`src/design/rpat_pkg.sv`:
```
// Shared types, codes and sizes for the recent peer address table.
// No dependencies; every other file in the design uses this package.
package rpat_pkg;

    localparam int MAX_ENTRIES_DEF = 8;

    localparam int CAP_W     = 4;
    localparam int TMO_W     = 16;
    localparam int TIME_W    = 32;
    localparam int ADDR_W    = 64;
    localparam int PORT_W    = 16;
    localparam int RAND_W    = 32;
    localparam int SLOT_W    = 3;
    localparam int CFG_W     = 16;
    localparam int CFG_IDX_W = 1;

    localparam logic [CAP_W-1:0] CAP_RESET = CAP_W'(1);
    localparam logic [TMO_W-1:0] TMO_RESET = TMO_W'(30);

    // remainder unit: bits of the random word retired per cycle
    localparam int MOD_BITS  = 4;
    localparam int MOD_STEPS = RAND_W / MOD_BITS;
    localparam int MOD_CNT_W = $clog2(MOD_STEPS + 1);

    typedef enum logic [CFG_IDX_W-1:0] {
        CFG_CAPACITY = 1'b0,
        CFG_TIMEOUT  = 1'b1
    } t_cfg_idx;

    typedef enum logic {
        FUNC_UPDATE = 1'b0,
        FUNC_CHOOSE = 1'b1
    } t_func;

    typedef enum logic [2:0] {
        ST_REFRESHED = 3'd0,
        ST_APPENDED  = 3'd1,
        ST_REPLACED  = 3'd2,
        ST_LATEST    = 3'd3,
        ST_RANDOM    = 3'd4,
        ST_EMPTY     = 3'd5
    } t_status;

    typedef enum logic [2:0] {
        SEL_ZERO   = 3'd0,
        SEL_HIT    = 3'd1,
        SEL_APPEND = 3'd2,
        SEL_OLDEST = 3'd3,
        SEL_LATEST = 3'd4
    } t_sel;

    typedef struct packed {
        logic [0:0]        func;
        logic [TIME_W-1:0] now;
        logic [ADDR_W-1:0] addr_high;
        logic [ADDR_W-1:0] addr_low;
        logic [PORT_W-1:0] port_in;
        logic [0:0]        ipv6_in;
        logic [RAND_W-1:0] rand_value;
    } t_req;

    typedef struct packed {
        t_status           status;
        logic [ADDR_W-1:0] out_addr_high;
        logic [ADDR_W-1:0] out_addr_low;
        logic [PORT_W-1:0] out_port;
        logic [0:0]        out_ipv6;
        logic [SLOT_W-1:0] slot_index;
    } t_res;

    typedef struct packed {
        logic [ADDR_W-1:0] addr_high;
        logic [ADDR_W-1:0] addr_low;
        logic [PORT_W-1:0] port;
        logic              ipv6;
        logic [TIME_W-1:0] last_seen;
    } t_entry;

    // controller -> datapath
    typedef struct packed {
        logic    load_item;
        logic    scan_start;
        logic    scan_pass2;
        logic    mod_start;
        logic    out_load;
        logic    tbl_write;
        logic    count_inc;
        t_sel    sel;
        t_status status;
    } t_cmd;

    // datapath -> controller
    typedef struct packed {
        logic is_choose;
        logic scan_done;
        logic mod_done;
        logic found;
        logic empty;
        logic room;
        logic few_fresh;
        logic out_free;
    } t_sts;

endpackage

```
`src/design/recent_peer_address_table.sv`:
```
// Top level of the recent peer address table: controller plus datapath.
// Uses rpat_pkg; instantiates rpat_ctrl and rpat_dp.
//
//  channel   handshake                     payload
//  request   i_in_valid / o_in_stall       i_in_req    (rpat_pkg::t_req)
//  result    o_out_valid / i_out_stall     o_out_res   (rpat_pkg::t_res)
//  config    i_cfg_we                      i_cfg_idx, i_cfg_data
//
// One request at a time. An update makes one pass over the held entries, as
// does a choose with at most one fresh entry; a choose over two or more fresh
// entries makes two passes over the single read port of the entry memory, with
// the remainder stage between the two passes.
// Synchronous active-low reset empties the table; entry contents need none.
// A stalled result waits in the output register while the next request runs.
module recent_peer_address_table #(
    parameter int MAX_ENTRIES = rpat_pkg::MAX_ENTRIES_DEF
) (
    input  logic                           i_clk,
    input  logic                           i_rst_n,
    input  logic                           i_in_valid,
    output logic                           o_in_stall,
    input  rpat_pkg::t_req                 i_in_req,
    output logic                           o_out_valid,
    input  logic                           i_out_stall,
    output rpat_pkg::t_res                 o_out_res,
    input  logic                           i_cfg_we,
    input  logic [rpat_pkg::CFG_IDX_W-1:0] i_cfg_idx,
    input  logic [rpat_pkg::CFG_W-1:0]     i_cfg_data
);

    rpat_pkg::t_cmd cmd;
    rpat_pkg::t_sts sts;
    logic           busy;
    logic           accept;

    assign o_in_stall = busy;
    assign accept     = i_in_valid && !busy;

    rpat_ctrl u_ctrl (
        .i_clk    (i_clk),
        .i_rst_n  (i_rst_n),
        .i_accept (accept),
        .i_sts    (sts),
        .o_cmd    (cmd),
        .o_busy   (busy)
    );

    rpat_dp #(
        .MAX_ENTRIES (MAX_ENTRIES)
    ) u_dp (
        .i_clk       (i_clk),
        .i_rst_n     (i_rst_n),
        .i_cfg_we    (i_cfg_we),
        .i_cfg_idx   (i_cfg_idx),
        .i_cfg_data  (i_cfg_data),
        .i_req       (i_in_req),
        .i_cmd       (cmd),
        .o_sts       (sts),
        .i_out_stall (i_out_stall),
        .o_out_valid (o_out_valid),
        .o_out_res   (o_out_res)
    );

endmodule

```
`src/design/rpat_mod.sv`:
```
// Iterative remainder unit: random word modulo the fresh-entry count.
// Uses rpat_pkg for widths and step counts.
module rpat_mod #(
    parameter int DIV_W = 4
) (
    input  logic                      i_clk,
    input  logic                      i_rst_n,
    input  logic                      i_start,
    input  logic [rpat_pkg::RAND_W-1:0] i_dividend,
    input  logic [DIV_W-1:0]          i_divisor,
    output logic                      o_done,
    output logic [DIV_W-1:0]          o_rem
);

    logic                              r_busy;
    logic [rpat_pkg::MOD_CNT_W-1:0]    r_cnt;
    logic [rpat_pkg::RAND_W-1:0]       r_q;
    logic [DIV_W-1:0]                  r_rem;
    logic [DIV_W-1:0]                  r_div;
    logic [rpat_pkg::RAND_W-1:0]       n_q;
    logic [DIV_W:0]                    n_t;

    // restoring remainder, MOD_BITS quotient bits per cycle
    always_comb begin
        n_q = r_q;
        n_t = {1'b0, r_rem};
        for (int s = 0; s < rpat_pkg::MOD_BITS; s++) begin
            n_t = {n_t[DIV_W-1:0], n_q[rpat_pkg::RAND_W-1]};
            n_q = {n_q[rpat_pkg::RAND_W-2:0], 1'b0};
            if (n_t >= {1'b0, r_div}) begin
                n_t = n_t - {1'b0, r_div};
            end
        end
    end

    always_ff @(posedge i_clk) begin
        if (!i_rst_n) begin
            r_busy <= 1'b0;
            r_cnt  <= '0;
        end else if (i_start) begin
            r_busy <= 1'b1;
            r_cnt  <= rpat_pkg::MOD_CNT_W'(rpat_pkg::MOD_STEPS);
        end else if (r_busy) begin
            r_cnt <= r_cnt - 1'b1;
            if (r_cnt == rpat_pkg::MOD_CNT_W'(1)) begin
                r_busy <= 1'b0;
            end
        end
    end

    always_ff @(posedge i_clk) begin
        if (i_start) begin
            r_q   <= i_dividend;
            r_rem <= '0;
            r_div <= i_divisor;
        end else if (r_busy) begin
            r_q   <= n_q;
            r_rem <= n_t[DIV_W-1:0];
        end
    end

    assign o_done = !r_busy;
    assign o_rem  = r_rem;

endmodule

```
`src/design/rpat_dp.sv`:
```
// Datapath: config registers, entry memory, scan evaluation, result register.
// Uses rpat_pkg types; instantiates rpat_mod; driven by rpat_ctrl commands.
module rpat_dp #(
    parameter int MAX_ENTRIES = rpat_pkg::MAX_ENTRIES_DEF
) (
    input  logic                          i_clk,
    input  logic                          i_rst_n,
    input  logic                          i_cfg_we,
    input  logic [rpat_pkg::CFG_IDX_W-1:0] i_cfg_idx,
    input  logic [rpat_pkg::CFG_W-1:0]    i_cfg_data,
    input  rpat_pkg::t_req                i_req,
    input  rpat_pkg::t_cmd                i_cmd,
    output rpat_pkg::t_sts                o_sts,
    input  logic                          i_out_stall,
    output logic                          o_out_valid,
    output rpat_pkg::t_res                o_out_res
);

    localparam int CW = $clog2(MAX_ENTRIES + 1);
    localparam int IW = (MAX_ENTRIES > 1) ? $clog2(MAX_ENTRIES) : 1;
    localparam int EW = (CW > rpat_pkg::CAP_W) ? CW : rpat_pkg::CAP_W;

    logic [rpat_pkg::CAP_W-1:0] r_capacity;
    logic [rpat_pkg::TMO_W-1:0] r_timeout;
    rpat_pkg::t_req             r_item;
    logic [CW-1:0]              r_count;

    rpat_pkg::t_entry           r_mem [MAX_ENTRIES];
    rpat_pkg::t_entry           r_rd_data;
    rpat_pkg::t_entry           wr_data;
    logic [IW-1:0]              rd_addr;
    logic [IW-1:0]              slot;

    logic [CW-1:0]              r_scan_idx;
    logic                       r_scan_act;
    logic                       r_eval_vld;
    logic [IW-1:0]              r_eval_idx;
    logic                       r_pass2;
    logic                       r_found;
    logic [IW-1:0]              r_hit_idx;
    logic [IW-1:0]              r_old_idx;
    logic [IW-1:0]              r_lat_idx;
    logic [rpat_pkg::TIME_W-1:0] r_old_ts;
    logic [rpat_pkg::TIME_W-1:0] r_lat_ts;
    logic [CW-1:0]              r_fresh_cnt;
    logic [CW-1:0]              r_seen;

    logic                       r_out_vld;
    rpat_pkg::t_res             r_out;

    logic [rpat_pkg::TIME_W-1:0] age;
    logic                       fresh;
    logic                       match;
    logic                       is_choose;
    logic [EW-1:0]              eff_cap;
    logic                       mod_done;
    logic [CW-1:0]              mod_rem;
    logic                       with_addr;
    logic                       out_free;

    // config writes
    always_ff @(posedge i_clk) begin
        if (!i_rst_n) begin
            r_capacity <= rpat_pkg::CAP_RESET;
            r_timeout  <= rpat_pkg::TMO_RESET;
        end else if (i_cfg_we) begin
            case (rpat_pkg::t_cfg_idx'(i_cfg_idx))
                rpat_pkg::CFG_CAPACITY: r_capacity <= i_cfg_data[rpat_pkg::CAP_W-1:0];
                rpat_pkg::CFG_TIMEOUT:  r_timeout  <= i_cfg_data[rpat_pkg::TMO_W-1:0];
                default: ;
            endcase
        end
    end

    // capacity 0 behaves as 1, values above the table depth as the depth
    always_comb begin
        if (r_capacity == '0) begin
            eff_cap = EW'(1);
        end else if (EW'(r_capacity) > EW'(MAX_ENTRIES)) begin
            eff_cap = EW'(MAX_ENTRIES);
        end else begin
            eff_cap = EW'(r_capacity);
        end
    end

    assign is_choose = (r_item.func == rpat_pkg::FUNC_CHOOSE);

    always_ff @(posedge i_clk) begin
        if (i_cmd.load_item) begin
            r_item <= i_req;
        end
    end

    always_ff @(posedge i_clk) begin
        if (!i_rst_n) begin
            r_count <= '0;
        end else if (i_cmd.count_inc) begin
            r_count <= r_count + 1'b1;
        end
    end

    // slot chosen by the controller for write-back and result
    always_comb begin
        case (i_cmd.sel)
            rpat_pkg::SEL_HIT:    slot = r_hit_idx;
            rpat_pkg::SEL_APPEND: slot = r_count[IW-1:0];
            rpat_pkg::SEL_OLDEST: slot = r_old_idx;
            rpat_pkg::SEL_LATEST: slot = r_lat_idx;
            default:              slot = '0;
        endcase
    end

    assign rd_addr = r_scan_act ? r_scan_idx[IW-1:0] : slot;

    always_comb begin
        wr_data.addr_high = r_item.addr_high;
        wr_data.addr_low  = r_item.addr_low;
        wr_data.port      = r_item.port_in;
        wr_data.ipv6      = r_item.ipv6_in;
        wr_data.last_seen = r_item.now;
    end

    // a refresh rewrites the same address, so every update writes a whole entry
    always_ff @(posedge i_clk) begin
        if (i_cmd.tbl_write) begin
            r_mem[slot] <= wr_data;
        end
        r_rd_data <= r_mem[rd_addr];
    end

    // evaluation of the entry read in the previous cycle
    assign age   = r_item.now - r_rd_data.last_seen;
    assign fresh = (age <= rpat_pkg::TIME_W'(r_timeout));
    assign match = (r_rd_data.ipv6 == r_item.ipv6_in) &&
                   (r_rd_data.addr_high == r_item.addr_high) &&
                   (r_rd_data.addr_low == r_item.addr_low) &&
                   (r_rd_data.port == r_item.port_in);

    always_ff @(posedge i_clk) begin
        if (!i_rst_n) begin
            r_scan_act <= 1'b0;
            r_eval_vld <= 1'b0;
        end else if (i_cmd.scan_start) begin
            r_scan_act <= (r_count != '0);
            r_eval_vld <= 1'b0;
        end else begin
            r_eval_vld <= r_scan_act;
            if (r_scan_act && (r_scan_idx + 1'b1 == r_count)) begin
                r_scan_act <= 1'b0;
            end
        end
    end

    always_ff @(posedge i_clk) begin
        if (i_cmd.scan_start) begin
            r_scan_idx  <= '0;
            r_pass2     <= i_cmd.scan_pass2;
            r_found     <= 1'b0;
            r_fresh_cnt <= '0;
            r_seen      <= '0;
        end else begin
            r_eval_idx <= r_scan_idx[IW-1:0];
            if (r_scan_act) begin
                r_scan_idx <= r_scan_idx + 1'b1;
            end
            if (r_eval_vld) begin
                // strict compares keep the first slot on ties
                if (r_eval_idx == '0 || r_rd_data.last_seen < r_old_ts) begin
                    r_old_ts  <= r_rd_data.last_seen;
                    r_old_idx <= r_eval_idx;
                end
                if (r_eval_idx == '0 || r_rd_data.last_seen > r_lat_ts) begin
                    r_lat_ts  <= r_rd_data.last_seen;
                    r_lat_idx <= r_eval_idx;
                end
                if (!r_pass2) begin
                    if (!is_choose && match && !r_found) begin
                        r_found   <= 1'b1;
                        r_hit_idx <= r_eval_idx;
                    end
                    if (is_choose && fresh) begin
                        r_fresh_cnt <= r_fresh_cnt + 1'b1;
                    end
                end else if (fresh && !r_found) begin
                    if (r_seen == mod_rem) begin
                        r_found   <= 1'b1;
                        r_hit_idx <= r_eval_idx;
                    end else begin
                        r_seen <= r_seen + 1'b1;
                    end
                end
            end
        end
    end

    rpat_mod #(
        .DIV_W (CW)
    ) u_mod (
        .i_clk      (i_clk),
        .i_rst_n    (i_rst_n),
        .i_start    (i_cmd.mod_start),
        .i_dividend (r_item.rand_value),
        .i_divisor  (r_fresh_cnt),
        .o_done     (mod_done),
        .o_rem      (mod_rem)
    );

    // result register
    assign out_free  = !r_out_vld || !i_out_stall;
    assign with_addr = (i_cmd.status == rpat_pkg::ST_LATEST) ||
                       (i_cmd.status == rpat_pkg::ST_RANDOM);

    always_ff @(posedge i_clk) begin
        if (!i_rst_n) begin
            r_out_vld <= 1'b0;
        end else if (i_cmd.out_load) begin
            r_out_vld <= 1'b1;
        end else if (!i_out_stall) begin
            r_out_vld <= 1'b0;
        end
    end

    always_ff @(posedge i_clk) begin
        if (i_cmd.out_load) begin
            r_out.status        <= i_cmd.status;
            r_out.out_addr_high <= with_addr ? r_rd_data.addr_high : '0;
            r_out.out_addr_low  <= with_addr ? r_rd_data.addr_low : '0;
            r_out.out_port      <= with_addr ? r_rd_data.port : '0;
            r_out.out_ipv6      <= with_addr ? r_rd_data.ipv6 : 1'b0;
            r_out.slot_index    <= rpat_pkg::SLOT_W'(slot);
        end
    end

    assign o_out_valid = r_out_vld;
    assign o_out_res   = r_out;

    always_comb begin
        o_sts.is_choose = is_choose;
        o_sts.scan_done = !r_scan_act && !r_eval_vld;
        o_sts.mod_done  = mod_done;
        o_sts.found     = r_found;
        o_sts.empty     = (r_count == '0);
        o_sts.room      = (EW'(r_count) < eff_cap);
        o_sts.few_fresh = (r_fresh_cnt <= CW'(1));
        o_sts.out_free  = out_free;
    end

endmodule

```
`src/design/rpat_ctrl.sv`:
```
// Controller: sequences scans, the remainder unit, fetch and result load.
// Uses rpat_pkg command/status structs; drives rpat_dp.
module rpat_ctrl (
    input  logic           i_clk,
    input  logic           i_rst_n,
    input  logic           i_accept,
    input  rpat_pkg::t_sts i_sts,
    output rpat_pkg::t_cmd o_cmd,
    output logic           o_busy
);

    typedef enum logic [6:0] {
        S_IDLE   = 7'b0000001,
        S_SCAN1  = 7'b0000010,
        S_DECIDE = 7'b0000100,
        S_MOD    = 7'b0001000,
        S_SCAN2  = 7'b0010000,
        S_FETCH  = 7'b0100000,
        S_LOAD   = 7'b1000000
    } t_state;

    t_state            r_state, n_state;
    rpat_pkg::t_sel    r_sel, n_sel;
    rpat_pkg::t_status r_status, n_status;

    always_comb begin
        n_state  = r_state;
        n_sel    = r_sel;
        n_status = r_status;
        o_cmd    = '0;
        case (r_state)
            S_IDLE: begin
                o_cmd.load_item  = i_accept;
                o_cmd.scan_start = i_accept;
                if (i_accept) begin
                    n_state = S_SCAN1;
                end
            end
            S_SCAN1: begin
                if (i_sts.scan_done) begin
                    n_state = S_DECIDE;
                end
            end
            S_DECIDE: begin
                if (!i_sts.is_choose) begin
                    n_state = S_LOAD;
                    if (i_sts.found) begin
                        n_status = rpat_pkg::ST_REFRESHED;
                        n_sel    = rpat_pkg::SEL_HIT;
                    end else if (i_sts.room) begin
                        n_status = rpat_pkg::ST_APPENDED;
                        n_sel    = rpat_pkg::SEL_APPEND;
                    end else begin
                        n_status = rpat_pkg::ST_REPLACED;
                        n_sel    = rpat_pkg::SEL_OLDEST;
                    end
                end else if (i_sts.empty) begin
                    n_status = rpat_pkg::ST_EMPTY;
                    n_sel    = rpat_pkg::SEL_ZERO;
                    n_state  = S_LOAD;
                end else if (i_sts.few_fresh) begin
                    n_status = rpat_pkg::ST_LATEST;
                    n_sel    = rpat_pkg::SEL_LATEST;
                    n_state  = S_FETCH;
                end else begin
                    o_cmd.mod_start = 1'b1;
                    n_state         = S_MOD;
                end
            end
            S_MOD: begin
                if (i_sts.mod_done) begin
                    o_cmd.scan_start = 1'b1;
                    o_cmd.scan_pass2 = 1'b1;
                    n_state          = S_SCAN2;
                end
            end
            S_SCAN2: begin
                // k is below the fresh count, so the pass always finds a hit
                if (i_sts.scan_done) begin
                    n_status = rpat_pkg::ST_RANDOM;
                    n_sel    = rpat_pkg::SEL_HIT;
                    n_state  = S_FETCH;
                end
            end
            S_FETCH: begin
                n_state = S_LOAD;
            end
            S_LOAD: begin
                if (i_sts.out_free) begin
                    o_cmd.out_load  = 1'b1;
                    o_cmd.tbl_write = !i_sts.is_choose;
                    o_cmd.count_inc = (r_status == rpat_pkg::ST_APPENDED);
                    n_state         = S_IDLE;
                end
            end
            default: begin
                n_state = S_IDLE;
            end
        endcase
        o_cmd.sel    = r_sel;
        o_cmd.status = r_status;
    end

    always_ff @(posedge i_clk) begin
        if (!i_rst_n) begin
            r_state  <= S_IDLE;
            r_sel    <= rpat_pkg::SEL_ZERO;
            r_status <= rpat_pkg::ST_EMPTY;
        end else begin
            r_state  <= n_state;
            r_sel    <= n_sel;
            r_status <= n_status;
        end
    end

    assign o_busy = (r_state != S_IDLE);

endmodule

```
`config.mk`:
```
export PLATFORM = sky130hd
export DESIGN_NAME = recent_peer_address_table
export DESIGN_NICKNAME = d
export VERILOG_FILES = /design/src/design/rpat_pkg.sv /design/src/design/recent_peer_address_table.sv /design/src/design/rpat_mod.sv /design/src/design/rpat_dp.sv /design/src/design/rpat_ctrl.sv
export SDC_FILE = /design/constraint.sdc
export NUM_CORES = 2
export LEC_CHECK = 0
export BUFFER_PORTS_ARGS = -buffer_cell sky130_fd_sc_hd__buf_2
export CELL_PAD_IN_SITES_DETAIL_PLACEMENT = 2
export CELL_PAD_IN_SITES_GLOBAL_PLACEMENT = 2
export CORE_MARGIN = 5
export CORE_UTILIZATION = 47
export CTS_BUF_LIST = sky130_fd_sc_hd__clkbuf_16
export DETAILED_ROUTE_END_ITERATION = 8
export GPL_ROUTABILITY_DRIVEN = 0
export PLACE_DENSITY_LB_ADDON = 0.25
export SLEW_MARGIN = 10
export SYNTH_ARGS = -nofsm -noshare
export SYNTH_HDL_FRONTEND = slang
export SYNTH_HIERARCHICAL = 1
export SYNTH_SLANG_ARGS = --single-unit
```
`constraint.sdc`:
```
create_clock -name i_clk -period 15.2 [get_ports i_clk]
set_input_delay 1.52 -clock i_clk [delete_from_list [all_inputs] [get_ports i_clk]]
set_output_delay 1.52 -clock i_clk [all_outputs]
set_load 0.1 [all_outputs]
```
* Yosys cells after proc, flatten, opt, wreduce, memory -nomap -nowiden
Memory sizes are Yosys's and may differ from the RTL's. A register that Yosys moved wholly into a read port is not among the register bits. Index checks and enable logic that the tools add are counted.
Operators by class: $add $sub $neg 10, order comparisons 10, equality and inequality tests 31, muxes and demuxes 61, bitwise logic cells 5, reductions and logical operators 41
Operators with widths (number):
- equality test 64 bit | 2
- 2-to-1 mux 32 bit | 2
- 2-to-1 mux 3 bit | 17
- 2-to-1 mux 7 bit | 7
- case mux 7 bit (7 select lines) | 1
- greater-than comparator 32 bit | 1
- <= comparator 32 x 16 -> 1 bit | 1
- < comparator 32 bit | 1
- 2-to-1 mux 4 bit | 8
- subtractor 32 bit | 1
- >= comparator 5 x 4 -> 1 bit | 4
- 2-to-1 mux 1 bit | 19
- adder 4 x 1 -> 4 bit, second input constant | 4
- equality test 16 bit | 1
- subtractor 4 bit | 4
- case mux 3 bit (2 select lines) | 2
- case mux 3 bit (4 select lines) | 1
- AND reduction 3 bit | 4
- logical AND 1 bit | 10
- inequality test 2 bit, second input constant | 5
- AND reduction 5 bit | 2
- equality test 3 x 2 -> 1 bit, second input constant | 3
- equality test 4 bit | 2
- zero test 4 bit | 2
- 30 further kinds | 54
Storage, ports and cells: flip-flop bits (word level) 536, memory bits (writable) 1416, bits of input ports 232, output and inout port bits 153, word-level logic and storage cells 198, memories 1
Memory list:
- u_dp.r_mem | words 8, width 177, rd ports 1, clocked after memory_dff 1, write ports 1, RTL line rpat_dp.sv:28 | rpat_pkg::t_entry r_mem [MAX_ENTRIES];

* Logic depth before layout (Yosys ltp)
depth after elaboration 8, gate-level depth with buffers 27, gate-level depth less buffers 27

* Hierarchy
Netlist, hierarchy kept.
By module, submodules not included:
- rpat_dp | instances 1, cells each 3940, area each 78556.6 um^2, seq. area each 60017.6 um^2
- rpat_mod | instances 1, cells each 233, area each 2767.7 um^2, seq. area each 1261.2 um^2
- rpat_ctrl | instances 1, cells each 91, area each 777.0 um^2, seq. area each 260.2 um^2
- recent_peer_address_table | instances 1, cells each 1, area each 13.8 um^2, seq. area each 0.0 um^2

* Least setup slack after synthesis
No wires, ideal clock.
path type input port to flip-flop, from input i_out_stall, to register u_dp.r_count[3], library setup time 115 ps, arrival time 13639 ps, data required time 15085 ps, path slack 1446 ps, cell stages on the path 8, path buffers 1, cells stage by stage nand2_1 > buf_4 > nand2_1 > nor3_1 > and4_1 > nand4_1 > xnor2_1 > and2_1
RTL lines:
- start: declaration | RTL line recent_peer_address_table.sv:24 | input logic i_out_stall,
- end signal: assignment | RTL line rpat_dp.sv:98 | r_count <= r_count + 1'b1;
- end: declaration | RTL line rpat_dp.sv:26 | logic [CW-1:0] r_count;

* Worst setup path in the final report
from register u_dp.u_mod.r_div[1], to register u_dp.u_mod.r_rem[3] (netlist: u_dp/u_mod/o_rem[3])
Between the ends: word-level cells in the longest chain between the ends 8, elaborated cells on any way between the ends 12, those cells by class add/sub: 4; order compare: 4; mux: 4
Ends and longest elaborated chain:
- start: declaration | RTL line rpat_mod.sv:19 | logic [DIV_W-1:0] r_div;
- start signal: assignment | RTL line rpat_mod.sv:55 | r_div <= i_divisor;
- subtractor 4 bit or >= comparator 5 x 4 -> 1 bit (tied branches) | RTL line rpat_mod.sv:31, rpat_mod.sv:30
- 2-to-1 mux 4 bit | RTL line rpat_mod.sv:30 | if (n_t >= {1'b0, r_div}) begin
- subtractor 4 bit or >= comparator 5 x 4 -> 1 bit (tied branches) | RTL line rpat_mod.sv:31, rpat_mod.sv:30
- 2-to-1 mux 4 bit | RTL line rpat_mod.sv:30
- >= comparator 5 x 4 -> 1 bit or subtractor 4 bit (tied branches) | RTL line rpat_mod.sv:30, rpat_mod.sv:31
- 2-to-1 mux 4 bit | RTL line rpat_mod.sv:30
- subtractor 4 bit or >= comparator 5 x 4 -> 1 bit (tied branches) | RTL line rpat_mod.sv:31, rpat_mod.sv:30
- 2-to-1 mux 4 bit (*) | RTL line rpat_mod.sv:30
- end signal: assignment | RTL line rpat_mod.sv:58 | r_rem <= n_t[DIV_W-1:0];
- end: declaration | RTL line rpat_mod.sv:18 | logic [DIV_W-1:0] r_rem;
Mark *: on every way between the ends. The rest lies on a longest branch, timed or not. A chain may end at the register's enable or synchronous reset.

==> flow_summary.toml <==
[run_status]
status = "finished, final reports clean"

[setup_path]
startpoint_type = "flip-flop"
r2r_start = "u_dp/u_mod/r_div[1]"
startpoint = "u_dp/u_mod/r_div[1]"
crit_type = "flip-flop to flip-flop"
path_max_fanout = 7
worstPathRequired_ps = 15950
end_kind = "flip-flop"
crit_arrival_ps = 7180

[detailed_routing]
wire_per_inst_um = 37.7
num_vias = 44900
route.detailed.vias_per_inst = 6.15
routed_wl_um = 275000
drc = 0
ant_nets = 0
first_pass_iters = 6
drt-initial-drc-count = 4866

[clocking]
clockRootBuffer = "clkbuf_16"
insertion_delay_ps = 870
cts_inserted_buffers = 216
path_clk_slew_ps = 60
post_cts_buffers = 0
cts_sinks = 2129
clockBufferDepth = 3
cts_tree = "yes"
h-tree-depth = 4
cts_hold_buf = 0
cts.repair.resized = 0

[power_and_ir_drop]
ir_drop_mv = 0.0988
leakage_nw = 32.4
p_per_area_nw_per_um2 = 150

[logic_synthesis]
synthSimpleGateAreaFrac_pct = 3.85
syn_area_per_cell_sq_um = 19.3
synth-xor-area-share_pct = 1.30
synth_cells = 4265
synth_area_sq_um = 82100
yosysSeqAreaShare_pct = 74.9
synth_warnings = 6
synthAdderAreaFrac_pct = 2.22
synthFlopType = "edfxtp_1"
syn_nets = 4640
synth_compound_area_share_pct = 3.06
synth-seq-cells = 2129
synth_top_family_by_area = "multiplexers"
synth-edff-count = 1890
yosys.cell_types.count = 101
async_flop_share_pct = 0
synthMuxAreaShare_pct = 12.9

[placement]
post-dp-hpwl_um = 169000
dp_slack_ps = 8830
port-buffer-count = 384

[finish]
nets = 5152
drive_above_1_share_pct = 27.3
n_fill_cell = 15000
syn2layout_area_growth_pct = 14.5

[global_routing]
grt_util_all_layers_pct = 29.7
grt-ovfl-total = 0
grt_max_degree = 156
antenna_found_initial = 18
first_global_vias = 48700
grt_pass1_wl_um = 390000

[worst_hold_path]
hp-class = "flip-flop to flip-flop"
min_from = "u_dp/r_timeout[11]"

[timing]
skew_ps = 45.0
finalCriticalPeriod_ps = 6440
setup_ws_ps = 8760
finalHoldViolCount = 0
max-slew-margin-rel_pct = 17.5
tns_ps = 0
fin_crit_sh_pct = 42.3
max_freq_mhz = 155
final_max_slew_viol_count = 0
setup_viol = 0
rsz0062_at_grt = "no"
worst_slew_pin_slew_ps = 1230

[floorplan]
ios = 385
initial_core_util_pct = 47.2
die_y_um = 428
core_area_sq_um = 174000
die_w_um = 428
die_area_sq_um = 183000
rows = 153

[flow_run]
maxCapViolations = 0
[synthesized netlist by cell type, drive strengths merged (5+ instances only)]
cell / count / area [sq um]
xor2: 51 / 447
or4: 5 / 37.5
nor2: 68 / 255
nand2b: 23 / 144
or2: 8 / 52.6
and2: 163 / 1020
clkbuf: 93 / 349
edfxtp: 1890 / 56800
o21ai: 50 / 250
a21o: 39 / 294
o2bb2ai: 15 / 131
nand3: 26 / 135
mux2i: 21 / 214
a21oi: 73 / 365
a2111oi: 6 / 58.8
a221oi: 22 / 199
o22ai: 26 / 163
nand2: 103 / 394
nor2b: 33 / 214
inv: 226 / 848
a22oi: 5 / 42.5
xnor2: 71 / 622
o211ai: 12 / 90.1
a31oi: 5 / 31.3
mux2: 213 / 2400
or3: 9 / 66.3
buf: 51 / 218
mux4: 354 / 7970
nor3: 15 / 85.1
nand4: 55 / 344
o21bai: 7 / 52.6
nor4: 23 / 159
dfxtp: 239 / 4780
o21a: 16 / 128
ha: 138 / 1730
a21boi: 15 / 113
a211oi: 12 / 90.1
and3: 7 / 43.8
and4: 5 / 45.0
fa: 5 / 100
nor3b: 6 / 45.0
[metrics by stage]
stage	total power (W)	hold slack [ps]	cell area [sq um]	util (%)	instances
2_1_floorplan	0.00807	442	82100	-	4265
3_3_place_gp	0.00865	458	87000	50.1	6884
3_5_place_dp	0.00880	469	87000	50.1	6884
4_1_cts	0.0142	481	94000	54.1	7290
5_1_grt	0.0146	503	94000	54.1	7290
6_report	0.0141	475	94100	54.1	7299
[per-layer routing]
metal  share of wire, %  up-vias  GRT usage, %
li1                   -    17900             -
met1                 39    24300          38.3
met2                 50     2134          49.5
met3                6.7      543          5.49
met4                5.1        4          13.2
met5              0.011        -             0
[cells by family after synthesis]
kind of cell               Yosys count
DFF                               2129
muxes                              588
and+or+nand+nor                    560
buffers and inverters              371
AOI/OAI and AO/OA                  352
adders and majority gates          143
xor gates and xnor gates           122
[final cells by class]
| class | instances | area, sq um | area share, % |
|---|---|---|---|
| Clock inverter | 186 | 1480 | 1.58 |
| Sequential cell | 2129 | 61500 | 65.4 |
| Timing Repair Buffer | 438 | 2450 | 2.61 |
| Clock buffer | 220 | 5510 | 5.85 |
| Tap cell | 2325 | 2910 | 3.09 |
| Inverter | 227 | 852 | 0.906 |
| Multi-Input combinational cell | 1765 | 19300 | 20.5 |
| Antenna cell | 9 | 22.5 | 0.0239 |
[cells in the final DEF (no fill, tap or decap), types with 55 or more instances in the layout]
cell type / netlist / final
nand2_1: 102 / 102
clkbuf_16: 0 / 220
xnor2_1: 71 / 71
nand4_1: 55 / 55
inv_1: 226 / 281
mux2_2: 212 / 212
and2_1: 162 / 161
dfxtp_1: 239 / 239
a21oi_1: 73 / 72
ha_1: 138 / 138
buf_2: 3 / 384
edfxtp_1: 1890 / 1890
mux4_2: 354 / 354
nor2_1: 68 / 60
[worst paths after layout]
kind / end / slack, ps / cells past startpoint
max: u_dp/u_mod/o_rem[3] / 8760 / 24
min: u_dp/r_timeout[11] / 470 / 2
max reg2reg: u_dp/u_mod/o_rem[3] / 8760 / 24
min reg2reg: u_dp/r_timeout[11] / 470 / 2
[flip-flops by register name, indices dropped and copies added (netlist names), 7 cells and up]
register,flops
u_dp/r_item,209
u_dp/r_mem,1416
u_dp/r_old_ts,32
u_dp/o_out_res,151
u_dp/u_mod/r_q,32
u_dp/r_lat_ts,32
u_dp/r_rd_data,177
u_ctrl/r_state,7
u_dp/r_timeout,16
[report_power, final]
part	switching (W)	leakage, nW	total, W	internal [W]
Clock	0.00238	3.64	0.00539	0.00301
Combinational	0.000938	9.95	0.00138	0.000443
Sequential	0.000486	18.8	0.00737	0.00689
[critical path, cell delays in order (launching register included)]
cell       delay, ps
edfxtp_1         430
inv_1            330
ha_1             360
a2111oi_2        480
o21ai_0          190
o31a_1           190
inv_1             80
ha_1             230
a211oi_1         260
o21bai_1         180
a41oi_4          340
o21ai_0          180
ha_1             350
a21oi_1          200
o21a_1           210
o21ai_0          120
mux2i_2          380
mux2i_1          400
ha_1             310
o21ai_0           80
a21oi_1           90
a211oi_1         300
o221a_2          340
nand2_1          100
a311oi_2         230
Note: power is estimated with default switching activity, not from simulation.
